## config.mk

```make
export PLATFORM = sky130hd
export DESIGN_NAME = obbsat_ram
export DESIGN_NICKNAME = d
export VERILOG_FILES = /design/src/hdl/obbsat_ram.sv
export SDC_FILE = /design/constraint.sdc
export NUM_CORES = 1
export LEC_CHECK = 0
export BUFFER_PORTS_ARGS = -buffer_cell sky130_fd_sc_hd__buf_2
export CORE_UTILIZATION = 54
export DETAILED_ROUTE_END_ITERATION = 7
export GPL_TIMING_DRIVEN = 0
export HOLD_SLACK_MARGIN = 0.15
export PLACE_DENSITY_LB_ADDON = 0.1
export RECOVER_POWER = 25
export REMOVE_ABC_BUFFERS = 1
export SYNTH_ARGS = -nofsm -noshare
export SYNTH_HDL_FRONTEND = slang
export SYNTH_SLANG_ARGS = --single-unit
```

## constraint.sdc

```tcl
create_clock -name clk -period 25.2 [get_ports clk]
set_clock_uncertainty 0.1 [all_clocks]
set_input_delay 1.26 -clock clk [delete_from_list [all_inputs] [get_ports clk]]
set_output_delay 1.26 -clock clk [all_outputs]
set_load 0.02 [all_outputs]
```

## src/hdl/obbsat_ram.sv

```systemverilog
`timescale 1ns / 1ps
// ----------------------------------------------------------------------------
// obbsat_ram
// Generic single-write, single-read RAM with registered read data.
// ----------------------------------------------------------------------------
module obbsat_ram #(
  parameter int WIDTH = 96,
  parameter int DEPTH = 14
) (
  input  logic                     clk,
  input  logic                     we,
  input  logic [$clog2(DEPTH)-1:0] waddr,
  input  logic [WIDTH-1:0]         wdata,
  input  logic                     re,
  input  logic [$clog2(DEPTH)-1:0] raddr,
  output logic [WIDTH-1:0]         rdata
);

  logic [WIDTH-1:0] mem [DEPTH];

  always_ff @(posedge clk) begin
    if (we) begin
      mem[waddr] <= wdata;
    end
    if (re) begin
      rdata <= mem[raddr];
    end
  end

endmodule

```

==> results.md <==
- Synth top area share: 80.6%
- Worst Path Max Fanout: 68
- Critical-path cell list: buf_8, buf_16, buf_16, buf_16, mux4_2, o22ai_1, a21oi_1
- Die area: 0.101 mm^2
- Peak VDD IR: 52.2 uV
- Final ANT Viol Nets: 0
- Area grow syn2layout: 16.1%
- Vias after detailed routing: 24.7k
- Post-cts resize count: 0
- Synth warnings: 0
- Syn_area_per_cell: 23.8 um^2
- DRC viols: 0
- Critical path arrival: 4000 ps
- WL/cell: 29.4 um
- Number of synthesized flops with an enable pin: 1440
- Setup CP Type: in2reg
- Worst slew pin tran: 1050 ps
- Cell taking the most area after synthesis: edfxtp_1
- First DRT Iteration DRCs: 2416
- Die width: 317 um
- Final slew viol count: 0
- Setup bufs post-CTS: 0
- CP max-delay cell: mux4_2
- FFs w/ async S/R, synth: 0%
- Initial antenna violation count: 13
- Final setup vio count: 0
- Period utilization: 14.6%
- Most common cell in the netlist: edfxtp_1
- Drt first pass iters: 5
- Largest net degree at the start of global routing: 83
- Syn Std Cell Area: 0.0537 mm^2
- GPL Wtd Cong: 0.646
- Row cnt: 115
- Min-Delay Path Class: reg2reg
- WP data required: 25530 ps
- Vias per Instance: 6.16
- Fill cells: 6645
- RSZ-0062 raised after global routing: no
- PD cells: 80.1 mW/mm^2
- Post-Syn Instances: 2254
- CTS tree: yes
- Fmax: 0.273 GHz
- Layout cells sized above 1: 31.2%
- Synth Register Bits: 1440
- Remaining global-route overflow: 0
- Clk slew on worst S/H paths: 60 ps
- Outcome: finished clean
- Clk root buf: clkbuf_16
- TritonCTS Sinks: 1440
- Hold WS: 657 ps
- Initial Util: 54.5%
- Register area share after synthesis: 80.6%
- Tmin final: 3670 ps
- Worst-Skew Late Latency: 730 ps
- Top cells by area, synth: edfxtp_1 81%, mux4_2 12%, mux2_2 2.0%
- Core Region: 0.0984 mm^2
- Synth Flop Type: edfxtp_1
- Synth top cells by count: 1440 x edfxtp_1, 288 x mux4_2
- CTS Buf Count: 144
- DP HPWL: 69.2 mm
- Overall Global Routing Usage: 24.0%
- Most common cell on crit path: buf_16
- Crit. End Element: register
- CP max stage delay: 570 ps
- Post-Route WL: 118 mm
- Vias in the first global route: 25.8k
- Lkg Pwr: 19.9 nW
- Post-route insts no fill: 4005
- Setup crit start kind: input pin
- Die height: 317 um
- Boundary Pins: 203
- H-tree Lvls: 4
- Final nets: 2715
- Count of cell types in the netlist: 19
- Cell Count Post-Placement: 3749
- Max Cap Viol: 0
- Post-CTS Hold Buffers: 0
- CTS Buffer Depth: 3
- Final Hold Vio Count: 0
- Final setup TNS: 0 ps
- First-pass GRT wire length: 171 mm
- IO buf count: 202
- Rel. slew slack: 29.5%
stage by stage:
step           setup slack, ps  total power, W  cell area [um^2]  utilization (%)
6_report                 21530         0.00499             62300             63.3
4_1_cts                  21470         0.00504             62400             63.4
3_5_place_dp             20680         0.00303             58000             58.9
5_1_grt                  21280         0.00514             62300             63.3
3_3_place_gp              6400         0.00306             55600             56.5
2_1_floorplan            16160         0.00289             53000                -
flip-flops by register name, summed over array words and instances (netlist names):
signal  cells
mem      1344
rdata      96
cells by family (layout without fill, tap and decap cells):
group,count (synthesis),count (layout),share of synthesized area (%)
buffers and inverters,119,580,1.29
DFF,1440,1440,80.6
and+or+nand+nor,23,23,0.215
muxes,480,480,15.9
other,0,3,0
AOI/OAI and AO/OA,192,192,2.01
routing by layer:
layer	global-route usage [%]	vias up	part of all wire [%]
met5	0	-	0.089
met4	6.36	18	1.8
met3	4.65	163	6.7
met2	37.4	855	48
met1	35.3	13300	43
li1	-	10400	-
power by group:
group | leakage [nW] | total [W] | switching, W | internal, W
clock network | 2.16 | 0.00202 | 0.000854 | 0.00116
logic | 4.72 | 0.000255 | 0.000152 | 0.000103
registers | 13.1 | 0.00272 | 0.0000156 | 0.00270
total | 19.9 | 0.00499 | 0.00102 | 0.00397
path summary, 6_finish.rpt:
path | start | to | slack (ps) | cells after the start
worst max-delay path | raddr[0] | rdata[87] | 21530 | 7
worst min-delay path | mem[12][25] | rdata[25] | 660 | 3
worst max register to register | mem[11][89] | rdata[89] | 23640 | 3
worst min register to register | mem[12][25] | rdata[25] | 660 | 3
layout make-up:
| class | count | area [um^2] | area share, % |
|---|---|---|---|
| multi-input cells | 695 | 9830 | 15.8 |
| clock inverters | 64 | 459 | 0.737 |
| clock buffers | 189 | 3960 | 6.36 |
| well taps | 1287 | 1610 | 2.58 |
| diodes | 3 | 7.51 | 0.0120 |
| flip-flops and latches | 1440 | 43200 | 69.4 |
| repair buffers | 327 | 3190 | 5.12 |
worst max-delay path: cells and delay by family:
family          cells  cell delay, ps
mux                 1             570
buf+inv             4            1600
compound gates      2             250
placed cells by master, fill, tap and decap left out, types with 2 or more instances in the layout:
cell / n
a21oi_1: 96
mux2_2: 96
clkinv_1: 29
bufinv_16: 6
nor2_4: 10
inv_6: 4
buf_2: 127
buf_4: 3
buf_8: 9
buf_16: 27
diode_2: 3
nor3_2: 4
o22ai_1: 96
nand3b_1: 2
clkbuf_16: 153
mux4_2: 288
buf_6: 49
edfxtp_1: 1440
clkinv_2: 21
nand2b_1: 2
buf_12: 42
clkbuf_1: 106
mux2i_1: 96
clkinvlp_4: 4
Power figures use the tool's default switching activity.
